[src/rtl/pprd_pkg.sv]
// shared types, constants and helpers for the pump packet record decoder
// used by pprd_parse, pprd_scale and pump_packet_record_decoder
package pprd_pkg;

    // configuration register indexes (byte address is 4 * index)
    localparam logic [2:0] REG_PRESSURE_GAIN   = 3'd0;
    localparam logic [2:0] REG_PRESSURE_OFFSET = 3'd1;
    localparam logic [2:0] REG_VOLTAGE_GAIN    = 3'd2;
    localparam logic [2:0] REG_VOLTAGE_OFFSET  = 3'd3;
    localparam logic [2:0] REG_CURRENT_GAIN    = 3'd4;
    localparam logic [2:0] REG_CURRENT_OFFSET  = 3'd5;

    localparam logic [31:0] GAIN_RESET   = 32'h0001_0000;
    localparam logic [31:0] OFFSET_RESET = 32'h0000_0000;

    localparam logic [3:0]  FORMAT_V1     = 4'd1;
    localparam logic [11:0] HDR_LEN_V1    = 12'd10;
    localparam logic [11:0] HDR_LEN_OTHER = 12'd6;
    localparam logic [3:0]  REC_LEN_V1    = 4'd14;
    localparam logic [3:0]  REC_LEN_OTHER = 4'd11;
    localparam logic [11:0] OFFSET_MAX    = 12'd4095;
    localparam logic [11:0] OFF_VERSION   = 12'd1;
    localparam logic [11:0] OFF_LENGTH_LO = 12'd2;
    localparam logic [15:0] PUMP_TIME_MID = 16'h8000;
    localparam int          RecBytes      = 14;

    // one decoded record before scaling
    typedef struct packed {
        logic [3:0]  packet_number;
        logic [3:0]  phase;
        logic [19:0] pressure_count;
        logic [16:0] run_time;
        logic [15:0] voltage_count;
        logic [15:0] current_count;
        logic [7:0]  vacuum_start;
        logic [7:0]  vacuum_end;
        logic [32:0] sample_seconds;
    } rec_t;

    // load enables of the two scaling stages
    typedef struct packed {
        logic mul_load;
        logic out_load;
    } pipe_ctrl_t;

    // clamp a 54-bit signed value to the 48-bit signed range
    function automatic logic [47:0] sat48(input logic [53:0] v);
        logic fits;
        fits = (v[53:47] == 7'h00) || (v[53:47] == 7'h7F);
        if (fits) begin
            sat48 = v[47:0];
        end else if (v[53]) begin
            sat48 = {1'b1, 47'h0};
        end else begin
            sat48 = {1'b0, {47{1'b1}}};
        end
    endfunction

endpackage

[src/rtl/pprd_scale.sv]
// one scaling channel: registered count*gain, then subtract offset and saturate
// depends on pprd_pkg
module pprd_scale (
    input  logic                 aclk,
    input  pprd_pkg::pipe_ctrl_t ctrl,
    input  logic [19:0]          count,
    input  logic [31:0]          gain,
    input  logic [31:0]          offset,
    output logic [47:0]          result
);

    logic signed [52:0] prod_reg, prod_next;
    logic [47:0]        result_reg, result_next;
    logic [53:0]        diff;

    assign prod_next   = $signed({1'b0, count}) * $signed(gain);
    assign diff        = 54'($signed({prod_reg[52], prod_reg}) -
                             $signed({{22{offset[31]}}, offset}));
    assign result_next = pprd_pkg::sat48(diff);

    always_ff @(posedge aclk) begin
        if (ctrl.mul_load) begin
            prod_reg <= prod_next;
        end
        if (ctrl.out_load) begin
            result_reg <= result_next;
        end
    end

    assign result = result_reg;

endmodule
[config.mk]
export PLATFORM = sky130hd
export DESIGN_NAME = pprd_scale
export DESIGN_NICKNAME = d
export VERILOG_FILES = /design/src/rtl/pprd_pkg.sv /design/src/rtl/pprd_scale.sv
export SDC_FILE = /design/constraint.sdc
export NUM_CORES = 2
export LEC_CHECK = 0
export ABC_AREA = 1
export ABC_CLOCK_PERIOD_IN_PS = 6800
export BUFFER_PORTS_ARGS = -buffer_cell sky130_fd_sc_hd__buf_2
export CORE_MARGIN = 3
export CORE_UTILIZATION = 59
export DETAILED_ROUTE_END_ITERATION = 10
export HOLD_SLACK_MARGIN = 0.15
export PLACE_DENSITY = 0.8
export SLEW_MARGIN = 10
export SYNTH_ARGS = -nofsm -noshare
export SYNTH_HDL_FRONTEND = slang
export SYNTH_SLANG_ARGS = --single-unit
[constraint.sdc]
create_clock -name aclk -period 6.8 [get_ports aclk]
set_clock_uncertainty 0.05 [all_clocks]
set_input_delay 0.34 -clock aclk [delete_from_list [all_inputs] [get_ports aclk]]
set_output_delay 0.34 -clock aclk [all_outputs]
set_load 0.02 [all_outputs]
==> flow_summary.toml <==
[global_routing]
grt_max_degree = 54
gr-total-overflow = 0
grt_pass1_vias = 26500
track_usage_pct = 28.5
grt_pass1_wl_um = 129000
grt_antenna_before_repair = 1

[logic_synthesis]
seq_area_frac_synth_pct = 9.75
synth_nets = 4982
syn-mean-instance-area_um2 = 7.64
post-synth-top-area-fraction_pct = 40.9
synth_cells = 4071
synth.cell_area_um2 = 31100
synthDominantAreaCellType = "fa_1"
ys_top_cells_by_area = "fa_1 41%, inv_1 15%, nand2_1 15%"
synth_seq_cells = 101
synth_cell_type_count = 37
synth.yosys.warnings = 0

[routing]
detail_route.wirelength.met1_um = 31200
highest_metal_layer_with_signal_wires = "met4"
firstDrtPassIters = 6
drc = 0
drt_wl_total_um = 76100
avgRoutedWirePerCell_um = 15.6
met3RoutedLength_um = 5660
detailroute.wirelength.met2_um = 36700
vias = 25100
first_iter_violations = 1898
vias_per_cell = 5.15
number_of_nets_still_failing_antenna_checks_after_routing = 0

[worst_setup_path]
worst_setup_path_category = "input port to register"
critical_path.startpoint_type = "input port"
critical_path_s_most_frequent_cell = "nand2_1"
worstSetupEndpointType = "register"
worst-endpoint-required_ps = 6860
critPathMaxFanout = 17
cp.arrival_ps = 6500
crit_path_top_delay_cell = "fa_1"
slowest_delay_ps = 530

[placement]
gp_congestion = 0.965
port_buffers = 134
placed_area_um2 = 32900
post-dp-hpwl_um = 66900

[cells_and_area]
fin_nets = 5098
ff_latch_area_um2 = 3030
final_core_util_pct = 64.2
layout-drive-gt1-share_pct = 7.20
area_overhead_of_the_layout_relative_to_synthesis_pct = 6.77
post-route-cell-area_um2 = 33200
multi_input_comb_area_um2 = 22900
filler_cell_count = 4312
largest_reg_flops = 53

[timing]
report.final.slew_viol_count = 0
timing.final.crit_share_pct = 94.8
setup-violations-final = 0
slew_headroom_pct = 33.8
final.setup.tns_ps = 0
clock.fmax_mhz = 155
layout_min_cycle_time_ps = 6440
report.final.hold_viol_count = 0
worst_pin_slew_ps = 993

[clock_network]
h-tree-depth = 3
reg_clk_slew_reported_paths_ps = 70
insertion_delay_ps = 360
clockBufferDepth = 2
cts_buffers = 9
numClockSinks = 101
root_buffer = "clkbuf_16"
hold_buffers = 0
tritoncts = "built"

[floorplan]
coreArea_um2 = 51700
die_h_um = 236
overall_die_area_um2 = 55500
num_rows = 83
starting_density_of_the_core_pct = 60.2
ios = 135
floorplan.die.width_um = 236

[outcome]
outcome = "finished, final reports clean"

[run]
cap_violations = 0

[min_path]
worstHoldPathType = "input port to register"
## cells in the mapped netlist
library cell     n
a21o_1          12
nand3_1         54
nand2_2          5
a41oi_1          1
buf_2            2
xor2_1          63
a31oi_1         13
fa_1           636
o21ai_1          1
nand3_2          4
o211ai_1         1
nand4_1         11
and2_1           3
nor3_2           5
o21bai_1        13
clkinv_1         1
inv_1         1221
nor2_1         148
edfxtp_1       101
a21boi_0         6
o21ai_0         38
xnor2_1         37
nor4_1           6
ha_1           188
o221a_2          1
and3_1           1
nand2_1       1205
clkbuf_1       124
o21a_1           4
o221ai_1         1
nor2_2          14
a221oi_1         2
buf_6            8
nand3b_1         3
inv_2           19
a21oi_1        110
nor3_1           9
## timing repair
item,CTS,global route
gates resized for setup,0,5
buffers inserted,0,0
setup endpoints to repair,0,4
## logic make-up after synthesis
logic type | count (synthesis) | synth area share (%)
AOI/OAI and AO/OA | 203 | 3.68
adders and majority gates | 824 | 48.5
buffers and inverters | 1375 | 16.8
xor gates and xnor gates | 100 | 2.81
and+or+nand+nor | 1468 | 18.5
DFF | 101 | 9.75
## worst max-delay path: cells and delay by family
| kind | cells | cell delay (ps) |
|---|---|---|
| compound gates | 2 | 370 |
| fa+ha+maj | 8 | 3690 |
| simple gates | 9 | 880 |
| xor+xnor | 1 | 150 |
| buf+inv | 9 | 1060 |
## metal layers
metal | global-route usage, % | up-vias
li1 | - | 11800
met4 | 8.87 | 0
met2 | 49.0 | 1057
met5 | 0 | -
met1 | 38.1 | 12100
met3 | 3.28 | 204
## worst paths after layout
kind	from	endpoint	slack (ps)	cells past startpoint
setup / recovery	count[4]	prod_reg[51]	360	29
hold / removal	offset[0]	result[0]	440	5
setup reg to reg	prod_reg[0]	result[18]	3270	16
hold reg to reg	prod_reg[0]	result[0]	770	5
## area by class of cell
cell class                      instances  share of cell area [%]
Antenna cell                            1                 0.00753
Clock buffer                           10                   0.689
Clock inverter                          6                   0.132
Inverter                             1241                    14.0
Multi-Input combinational cell       2595                    68.8
Sequential cell                       101                    9.13
Tap cell                              680                    2.56
Timing Repair Buffer                  239                    4.64
## cell usage in the layout (no fill, tap or decap), types with 11 or more instances in the layout
master | netlist | routed
inv_1 | 1221 | 1221
buf_2 | 2 | 133
inv_2 | 19 | 19
nor2_1 | 148 | 148
a21oi_1 | 110 | 110
buf_4 | 0 | 98
edfxtp_1 | 101 | 101
o21ai_0 | 38 | 37
a31oi_1 | 13 | 13
nor2_2 | 14 | 14
nand4_1 | 11 | 11
a21o_1 | 12 | 12
xor2_1 | 63 | 63
fa_1 | 636 | 636
nand2_1 | 1205 | 1205
xnor2_1 | 37 | 37
o21bai_1 | 13 | 13
ha_1 | 188 | 188
nand3_1 | 54 | 54
## stage by stage
stage	hold slack (ps)	std cells	worst slack, ps
floorplan	402	4071	397
global placement	732	4856	-154
detailed placement	732	4856	-158
CTS	458	4872	201
global route	492	4873	-6.74
finish	443	4873	357
Power is not shown: default switching activity piles up to over one toggle a cycle in this logic, so the estimate is an artifact.
