[src/rtl/pprd_pkg.sv]
// shared types, constants and helpers for the pump packet record decoder
// used by pprd_parse, pprd_scale and pump_packet_record_decoder
package pprd_pkg;

    // configuration register indexes (byte address is 4 * index)
    localparam logic [2:0] REG_PRESSURE_GAIN   = 3'd0;
    localparam logic [2:0] REG_PRESSURE_OFFSET = 3'd1;
    localparam logic [2:0] REG_VOLTAGE_GAIN    = 3'd2;
    localparam logic [2:0] REG_VOLTAGE_OFFSET  = 3'd3;
    localparam logic [2:0] REG_CURRENT_GAIN    = 3'd4;
    localparam logic [2:0] REG_CURRENT_OFFSET  = 3'd5;

    localparam logic [31:0] GAIN_RESET   = 32'h0001_0000;
    localparam logic [31:0] OFFSET_RESET = 32'h0000_0000;

    localparam logic [3:0]  FORMAT_V1     = 4'd1;
    localparam logic [11:0] HDR_LEN_V1    = 12'd10;
    localparam logic [11:0] HDR_LEN_OTHER = 12'd6;
    localparam logic [3:0]  REC_LEN_V1    = 4'd14;
    localparam logic [3:0]  REC_LEN_OTHER = 4'd11;
    localparam logic [11:0] OFFSET_MAX    = 12'd4095;
    localparam logic [11:0] OFF_VERSION   = 12'd1;
    localparam logic [11:0] OFF_LENGTH_LO = 12'd2;
    localparam logic [15:0] PUMP_TIME_MID = 16'h8000;
    localparam int          RecBytes      = 14;

    // one decoded record before scaling
    typedef struct packed {
        logic [3:0]  packet_number;
        logic [3:0]  phase;
        logic [19:0] pressure_count;
        logic [16:0] run_time;
        logic [15:0] voltage_count;
        logic [15:0] current_count;
        logic [7:0]  vacuum_start;
        logic [7:0]  vacuum_end;
        logic [32:0] sample_seconds;
    } rec_t;

    // load enables of the two scaling stages
    typedef struct packed {
        logic mul_load;
        logic out_load;
    } pipe_ctrl_t;

    // clamp a 54-bit signed value to the 48-bit signed range
    function automatic logic [47:0] sat48(input logic [53:0] v);
        logic fits;
        fits = (v[53:47] == 7'h00) || (v[53:47] == 7'h7F);
        if (fits) begin
            sat48 = v[47:0];
        end else if (v[53]) begin
            sat48 = {1'b1, 47'h0};
        end else begin
            sat48 = {1'b0, {47{1'b1}}};
        end
    endfunction

endpackage

[src/rtl/pprd_parse.sv]
// byte parser: header capture, record byte store and record assembly
// depends on pprd_pkg
module pprd_parse (
    input  logic                aclk,
    input  logic                aresetn,
    input  logic                byte_accept,
    input  logic [7:0]          packet_byte,
    input  logic                packet_start,
    input  logic                rec_take,
    output logic                rec_valid,
    output pprd_pkg::rec_t      rec
);

    logic [11:0] byte_offset_reg, byte_offset_next;
    logic [11:0] packet_length_reg, packet_length_next;
    logic [3:0]  format_version_reg, format_version_next;
    logic [3:0]  packet_id_reg, packet_id_next;
    logic [31:0] start_seconds_reg, start_seconds_next;
    logic [3:0]  record_offset_reg, record_offset_next;
    logic        packet_done_reg, packet_done_next;
    logic [7:0]  record_bytes_reg [pprd_pkg::RecBytes];
    logic        rec_valid_reg, rec_valid_next;
    pprd_pkg::rec_t rec_reg, rec_next;

    logic [7:0]  rb [pprd_pkg::RecBytes];
    logic [11:0] hdr_len;
    logic [3:0]  rec_len;
    logic        store_byte;
    logic        emit;
    logic [15:0] pt;
    logic        is_v1;

    // record bytes as they stand once the current byte is in
    always_comb begin
        for (int i = 0; i < pprd_pkg::RecBytes; i++) begin
            rb[i] = (record_offset_reg == 4'(i)) ? packet_byte : record_bytes_reg[i];
        end
    end

    assign is_v1   = (format_version_reg == pprd_pkg::FORMAT_V1);
    assign hdr_len = is_v1 ? pprd_pkg::HDR_LEN_V1 : pprd_pkg::HDR_LEN_OTHER;
    assign rec_len = is_v1 ? pprd_pkg::REC_LEN_V1 : pprd_pkg::REC_LEN_OTHER;
    assign pt      = {rb[3], rb[4]};

    always_comb begin
        byte_offset_next    = byte_offset_reg;
        packet_length_next  = packet_length_reg;
        format_version_next = format_version_reg;
        packet_id_next      = packet_id_reg;
        start_seconds_next  = start_seconds_reg;
        record_offset_next  = record_offset_reg;
        packet_done_next    = packet_done_reg;
        store_byte          = 1'b0;
        emit                = 1'b0;

        if (byte_accept) begin
            if (packet_start) begin
                packet_id_next      = packet_byte[3:0];
                byte_offset_next    = 12'd1;
                record_offset_next  = 4'd0;
                packet_length_next  = 12'd0;
                format_version_next = 4'd0;
                start_seconds_next  = 32'd0;
                packet_done_next    = 1'b0;
            end else if (!packet_done_reg) begin
                if (byte_offset_reg != pprd_pkg::OFFSET_MAX) begin
                    byte_offset_next = byte_offset_reg + 12'd1;
                end
                if (byte_offset_reg < hdr_len) begin
                    if (byte_offset_reg == pprd_pkg::OFF_VERSION) begin
                        format_version_next = packet_byte[7:4];
                        packet_length_next  = {packet_byte[3:0], packet_length_reg[7:0]};
                    end else if (byte_offset_reg == pprd_pkg::OFF_LENGTH_LO) begin
                        packet_length_next  = {packet_length_reg[11:8], packet_byte};
                    end else if (byte_offset_reg >= pprd_pkg::HDR_LEN_OTHER) begin
                        start_seconds_next  = {start_seconds_reg[23:0], packet_byte};
                    end
                end else if (record_offset_reg == 4'd0 &&
                             (packet_length_reg < 12'd2 ||
                              byte_offset_reg >= packet_length_reg - 12'd1)) begin
                    packet_done_next = 1'b1;
                end else begin
                    store_byte = 1'b1;
                    if (record_offset_reg + 4'd1 == rec_len) begin
                        record_offset_next = 4'd0;
                        emit               = 1'b1;
                    end else begin
                        record_offset_next = record_offset_reg + 4'd1;
                    end
                end
            end
        end
    end

    always_comb begin
        rec_next                = rec_reg;
        rec_valid_next          = rec_valid_reg;
        if (rec_take) begin
            rec_valid_next = 1'b0;
        end
        if (emit) begin
            rec_valid_next              = 1'b1;
            rec_next.packet_number      = packet_id_reg;
            rec_next.phase              = rb[0][7:4];
            rec_next.pressure_count     = {rb[0][3:0], rb[1], rb[2]};
            rec_next.run_time           = {(pt > pprd_pkg::PUMP_TIME_MID), pt};
            rec_next.voltage_count      = {rb[5], rb[6]};
            rec_next.current_count      = {rb[7], rb[8]};
            rec_next.vacuum_start       = rb[9];
            rec_next.vacuum_end         = rb[10];
            rec_next.sample_seconds     = is_v1 ?
                ({1'b0, start_seconds_reg} + {9'd0, rb[11], rb[12], rb[13]}) : 33'd0;
        end
    end

    always_ff @(posedge aclk) begin
        if (!aresetn) begin
            byte_offset_reg    <= 12'd0;
            packet_length_reg  <= 12'd0;
            format_version_reg <= 4'd0;
            packet_id_reg      <= 4'd0;
            start_seconds_reg  <= 32'd0;
            record_offset_reg  <= 4'd0;
            packet_done_reg    <= 1'b1;
            rec_valid_reg      <= 1'b0;
        end else begin
            byte_offset_reg    <= byte_offset_next;
            packet_length_reg  <= packet_length_next;
            format_version_reg <= format_version_next;
            packet_id_reg      <= packet_id_next;
            start_seconds_reg  <= start_seconds_next;
            record_offset_reg  <= record_offset_next;
            packet_done_reg    <= packet_done_next;
            rec_valid_reg      <= rec_valid_next;
        end
    end

    always_ff @(posedge aclk) begin
        rec_reg <= rec_next;
        if (store_byte) begin
            record_bytes_reg[record_offset_reg] <= packet_byte;
        end
    end

    assign rec_valid = rec_valid_reg;
    assign rec       = rec_reg;

endmodule

[config.mk]
export PLATFORM = sky130hd
export DESIGN_NAME = pprd_parse
export DESIGN_NICKNAME = d
export VERILOG_FILES = /design/src/rtl/pprd_pkg.sv /design/src/rtl/pprd_parse.sv
export SDC_FILE = /design/constraint.sdc
export NUM_CORES = 1
export LEC_CHECK = 0
export ABC_AREA = 1
export BUFFER_PORTS_ARGS = -buffer_cell sky130_fd_sc_hd__buf_2
export CORE_MARGIN = 2
export CORE_UTILIZATION = 50
export DETAILED_ROUTE_END_ITERATION = 16
export PLACE_DENSITY = 0.69
export SLEW_MARGIN = 20
export SYNTH_ARGS = -nofsm -noshare
export SYNTH_HDL_FRONTEND = slang
export SYNTH_SLANG_ARGS = --single-unit
[constraint.sdc]
create_clock -name aclk -period 6 [get_ports aclk]
set_input_delay 1.8 -clock aclk [delete_from_list [all_inputs] [get_ports aclk]]
set_output_delay 1.8 -clock aclk [all_outputs]
set_load 0.02 [all_outputs]
==> results.txt <==
For this design, the sink count on the clock tree is 308. The run gives 140 as the number of top-level design ports. The worst-margin pin slew was 1.06 ns; the antenna cell count was 0. Counting the buffers created by CTS gives 30. For the number of nets with antenna violations after detailed routing, the log shows 0. For the initial detailed-routing violation count, the log shows 825. Non-filler instance count after layout: 1794. The full die area was 28300 um2; the fraction of final layout cells with drive strength greater than 1 was 17.4%.

Fraction of registers with async set or reset after synthesis: 0%. The detailed-route vias per instance works out to 5.39. Deepest level of the CTS H-tree: 1. The number of instances in the synthesized netlist was 1282; the total standard cell area after synthesis was 13500 um2. The worst-case clock buffer depth is 3, and the hold violation total from the final report is 0.

Summed over all nets, the half-perimeter wirelength after detailed placement is 21300 um. The class of the worst hold path was flop to flop. The final layout net count was 1490; the data required time of the worst path was 6.18 ns. In this run the vertical extent of the chip is 168 um.

For the final max-slew violation count, the log shows 0. Clock latency on the worst-skew pair, taken at its later pin, is 0.57 ns. The tools report the nature of the critical path endpoint as a flop.

Summed over all nets, the switching power comes to 1010 uW. In this run the mean area of a mapped cell was 10.5 um2. In this run, flip-flops and latches consume 52.8% of the power. After clock tree synthesis, the clock-pin slew on the worst setup and hold paths is 0.06 ns. The routed layout has 9665 vias. The largest area contributor in the netlist was edfxtp_1.

The flow ran to the end, and the final reports show no timing, DRC or antenna violations. The launch point of the worst path was format_version_reg[2]$_SDFFE_PN0P_. For this configuration, the core starts out at a cell density of 50.5%.

Of all nets on the critical path, the largest fanout is 28. In the routed design, unresolved DRC markers number 0. The global-route usage over all layers is 21.4%, and the final design area excluding fillers is 15400 um2.

When the netlist entered floorplanning its net count stood at 1342. Routability-driven placement finished with a final weighted congestion of 0.943. Counting flops and latches in the post-synthesis netlist gives 308. The area of the core came out at 26700 um2. Once placement completed, the tool counted placed cells totaling 1739. The instance area after placement was 14500 um2. Yosys mapped a number of flops with a built-in enable equal to 238. The run gives 1.67 ns as the slack of the worst reg-to-reg path. The via count of the first global-routing pass came out at 8982. In this run the core area contains 60 standard-cell rows. The tools report the combinational share of power as 6.5%. The logs give 47900 um for the wire length of the first global-routing pass and 54 for the pin count of the biggest net entering global routing. Wires add up to 31000 um.

The synthesized design devotes to its leading area cell type 52.9% of total area. The worst slack on hold paths was 0.411 ns; the worst IR drop on VDD was 0.000209 V. The worst setup path category was flop to flop. The fraction of the core area covered by cells at the end of the flow is 57.7%, and the number of max-cap violations is 0. The tools report the cell chosen for the clock root as clkbuf_16. The quantity of I/O buffers inserted on ports is 139. Net switching is 22.9% of the power. The final critical-path required period works out to 4.33 ns.

Setup repair after global routing left no endpoint under its margin. The number of different library cells used by synthesis comes to 46. The cell-internal power came out at 3390 uW.

The endpoint identified for the worst register-to-register timing path is record_bytes_reg[6][5]$_DFFE_PP_. The initial antenna violation count was 0; the number of gates given a new drive strength after cts was 0. The run gives 0 as the post-CTS setup buffer count. The fraction of power consumed by the clock network is 40.7%, and the detail-routed net length per standard cell is 17.3 um. The number of endpoints failing setup at the final stage was 0; the area growth from synthesis to layout was 14.3%.

For the worst setup path, the data arrival time is 4.51 ns. For this run, the number of Yosys warnings is 0. The fmax was 231 MHz.

STA classifies the critical path startpoint as a flop. The first detailed-routing pass took 5 iterations. Counting cells, the worst reg-to-reg path comes to 12. The most used flip-flop cell after synthesis is edfxtp_1.

Adding up every negative setup slack in the final design gives 0 ns. The analysis attributes to cell leakage a power of 0.00588 uW. The final critical-path share of the clock period was 72.1%; the leftover overflow at the end of global routing was 0. The critical path ends at record_bytes_reg[6][5]$_DFFE_PP_. In this run, post-CTS hold repair placed 0 buffers. By area the synthesized netlist is led by edfxtp_1 (53%), dfxtp_1 (10%), nand2_1 (5.6%).

The die extent in x was 168 um. TritonCTS built the clock tree. Power spread over the standard cell area amounts to 285 nW/um2.

In this run the critical register-to-register path is launched from format_version_reg[2]$_SDFFE_PN0P_. The run gives 63.3% as the portion of the post-synthesis area used by sequential elements. The max-slew headroom at the worst pin was 28.8%. The maximum clock skew at final layout is 0.0147 ns, and the number of flip-flops in the largest register is 126.
kinds of logic (layout without fill, tap and decap cells):
logic type               count (synthesis)  count (layout)  synth area share, %
adder cells (fa/ha/maj)                 47              47                 4.41
flip-flops                             308             308                 63.3
XOR/XNOR                                12              12                0.778
AND/OR/NAND/NOR                        503             503                 16.2
buffers and inverters                  164             335                 5.26
AO/OA/AOI/OAI                          248             248                 10.0
cell type report:
class | count | area (um2)
Inverter | 133 | 504
Sequential cell | 308 | 8550
Fill cell | 2260 | 11300
Multi-Input combinational cell | 810 | 4260
Tap cell | 341 | 427
Timing Repair Buffer | 147 | 756
Clock buffer | 34 | 766
Clock inverter | 21 | 176
Yosys cell counts, types with 2 or more instances:
cell type and instances:
a21oi_2 16, o21a_1 9, buf_12 3, o21bai_1 4, ha_1 46, nand4_1 5, a21boi_0 2, nand4_2 3
inv_2 6, dfxtp_1 70, xor2_1 9, nand2_4 2, nor2_4 2, nand2_2 23, xnor2_1 3, nor3_1 33
clkbuf_1 11, nor2_1 161, nor3b_1 2, nand2_1 202, edfxtp_1 238, nor4_1 5, o21ai_1 18, o21ai_0 91
nor2_2 2, nand3_1 55, buf_4 4, inv_1 125, a21oi_1 102, o31ai_1 3, buf_1 3, buf_2 8
nand3_2 3
layer usage:
layer	vias to the layer above	global-route usage, %	wire (um)
met5	-	0	0
met4	0	4.65	456
met3	32	2.73	1720
met2	295	35.1	14600
met1	4644	30.7	14300
li1	4694	-	-
worst max-delay path, cell delays in order, from the launching register on:
cell and delay [ns]:
dfxtp_1 0.31, inv_1 0.05, nand4_2 0.32, clkinv_1 0.84, ha_1 0.62, nand2_1 0.05, nand2_1 0.07, a21oi_1 0.08
nand2_2 0.09, nand2_4 0.08, nor2_2 0.21, nand2_1 0.30, nor3_1 0.90
worst min path at each step:
| stage | start | end | slack [ns] | cells past startpoint |
|---|---|---|---|---|
| after floorplan | record_bytes_reg[2][2]$_DFFE_PP_ | rec[100]$_DFFE_PP_ | 0.40 | 0 |
| after global placement | record_bytes_reg[0][0]$_DFFE_PP_ | rec[114]$_DFFE_PP_ | 0.40 | 0 |
| after detailed placement | record_bytes_reg[1][7]$_DFFE_PP_ | rec[113]$_DFFE_PP_ | 0.40 | 0 |
| after CTS | record_bytes_reg[9][0]$_DFFE_PP_ | rec[41]$_DFFE_PP_ | 0.42 | 0 |
| after global routing | record_bytes_reg[9][4]$_DFFE_PP_ | rec[45]$_DFFE_PP_ | 0.42 | 0 |
| final | record_bytes_reg[9][5]$_DFFE_PP_ | rec[46]$_DFFE_PP_ | 0.41 | 0 |
cell usage in the layout (no fill, tap or decap), drive strengths merged, types with 2 or more instances in the layout:
cell type,count
nor2,165
edfxtp,238
xnor2,3
or2,2
bufinv,2
nor3b,2
nand3,59
buf,147
dfxtp,70
o21ai,109
a21boi,2
xor2,9
o21a,9
ha,46
clkinv,18
o31ai,3
nand4,8
nor3,33
nand2,227
o21bai,4
inv,133
a21oi,118
clkbuf,34
nor4,5
per-stage QoR:
stage | power (uW) | worst slack, ns
finish | 4400 | 1.67
global route | 4550 | 1.33
CTS | 4430 | 1.63
detailed placement | 2650 | 1.27
global placement | 2640 | 1.34
floorplan | 2570 | 0.640
power by group through the flow:
| stage | sequential (uW) | clock, uW | combinational [uW] |
|---|---|---|---|
| 5_1_grt | 2320 | 1900 | 325 |
| 3_5_place_dp | 2370 | 0 | 280 |
| 2_1_floorplan | 2360 | 0 | 211 |
| 4_1_cts | 2320 | 1820 | 282 |
| 3_3_place_gp | 2370 | 0 | 276 |
| 6_report | 2320 | 1790 | 284 |
No activity file was read; power rests on OpenSTA's default activity.
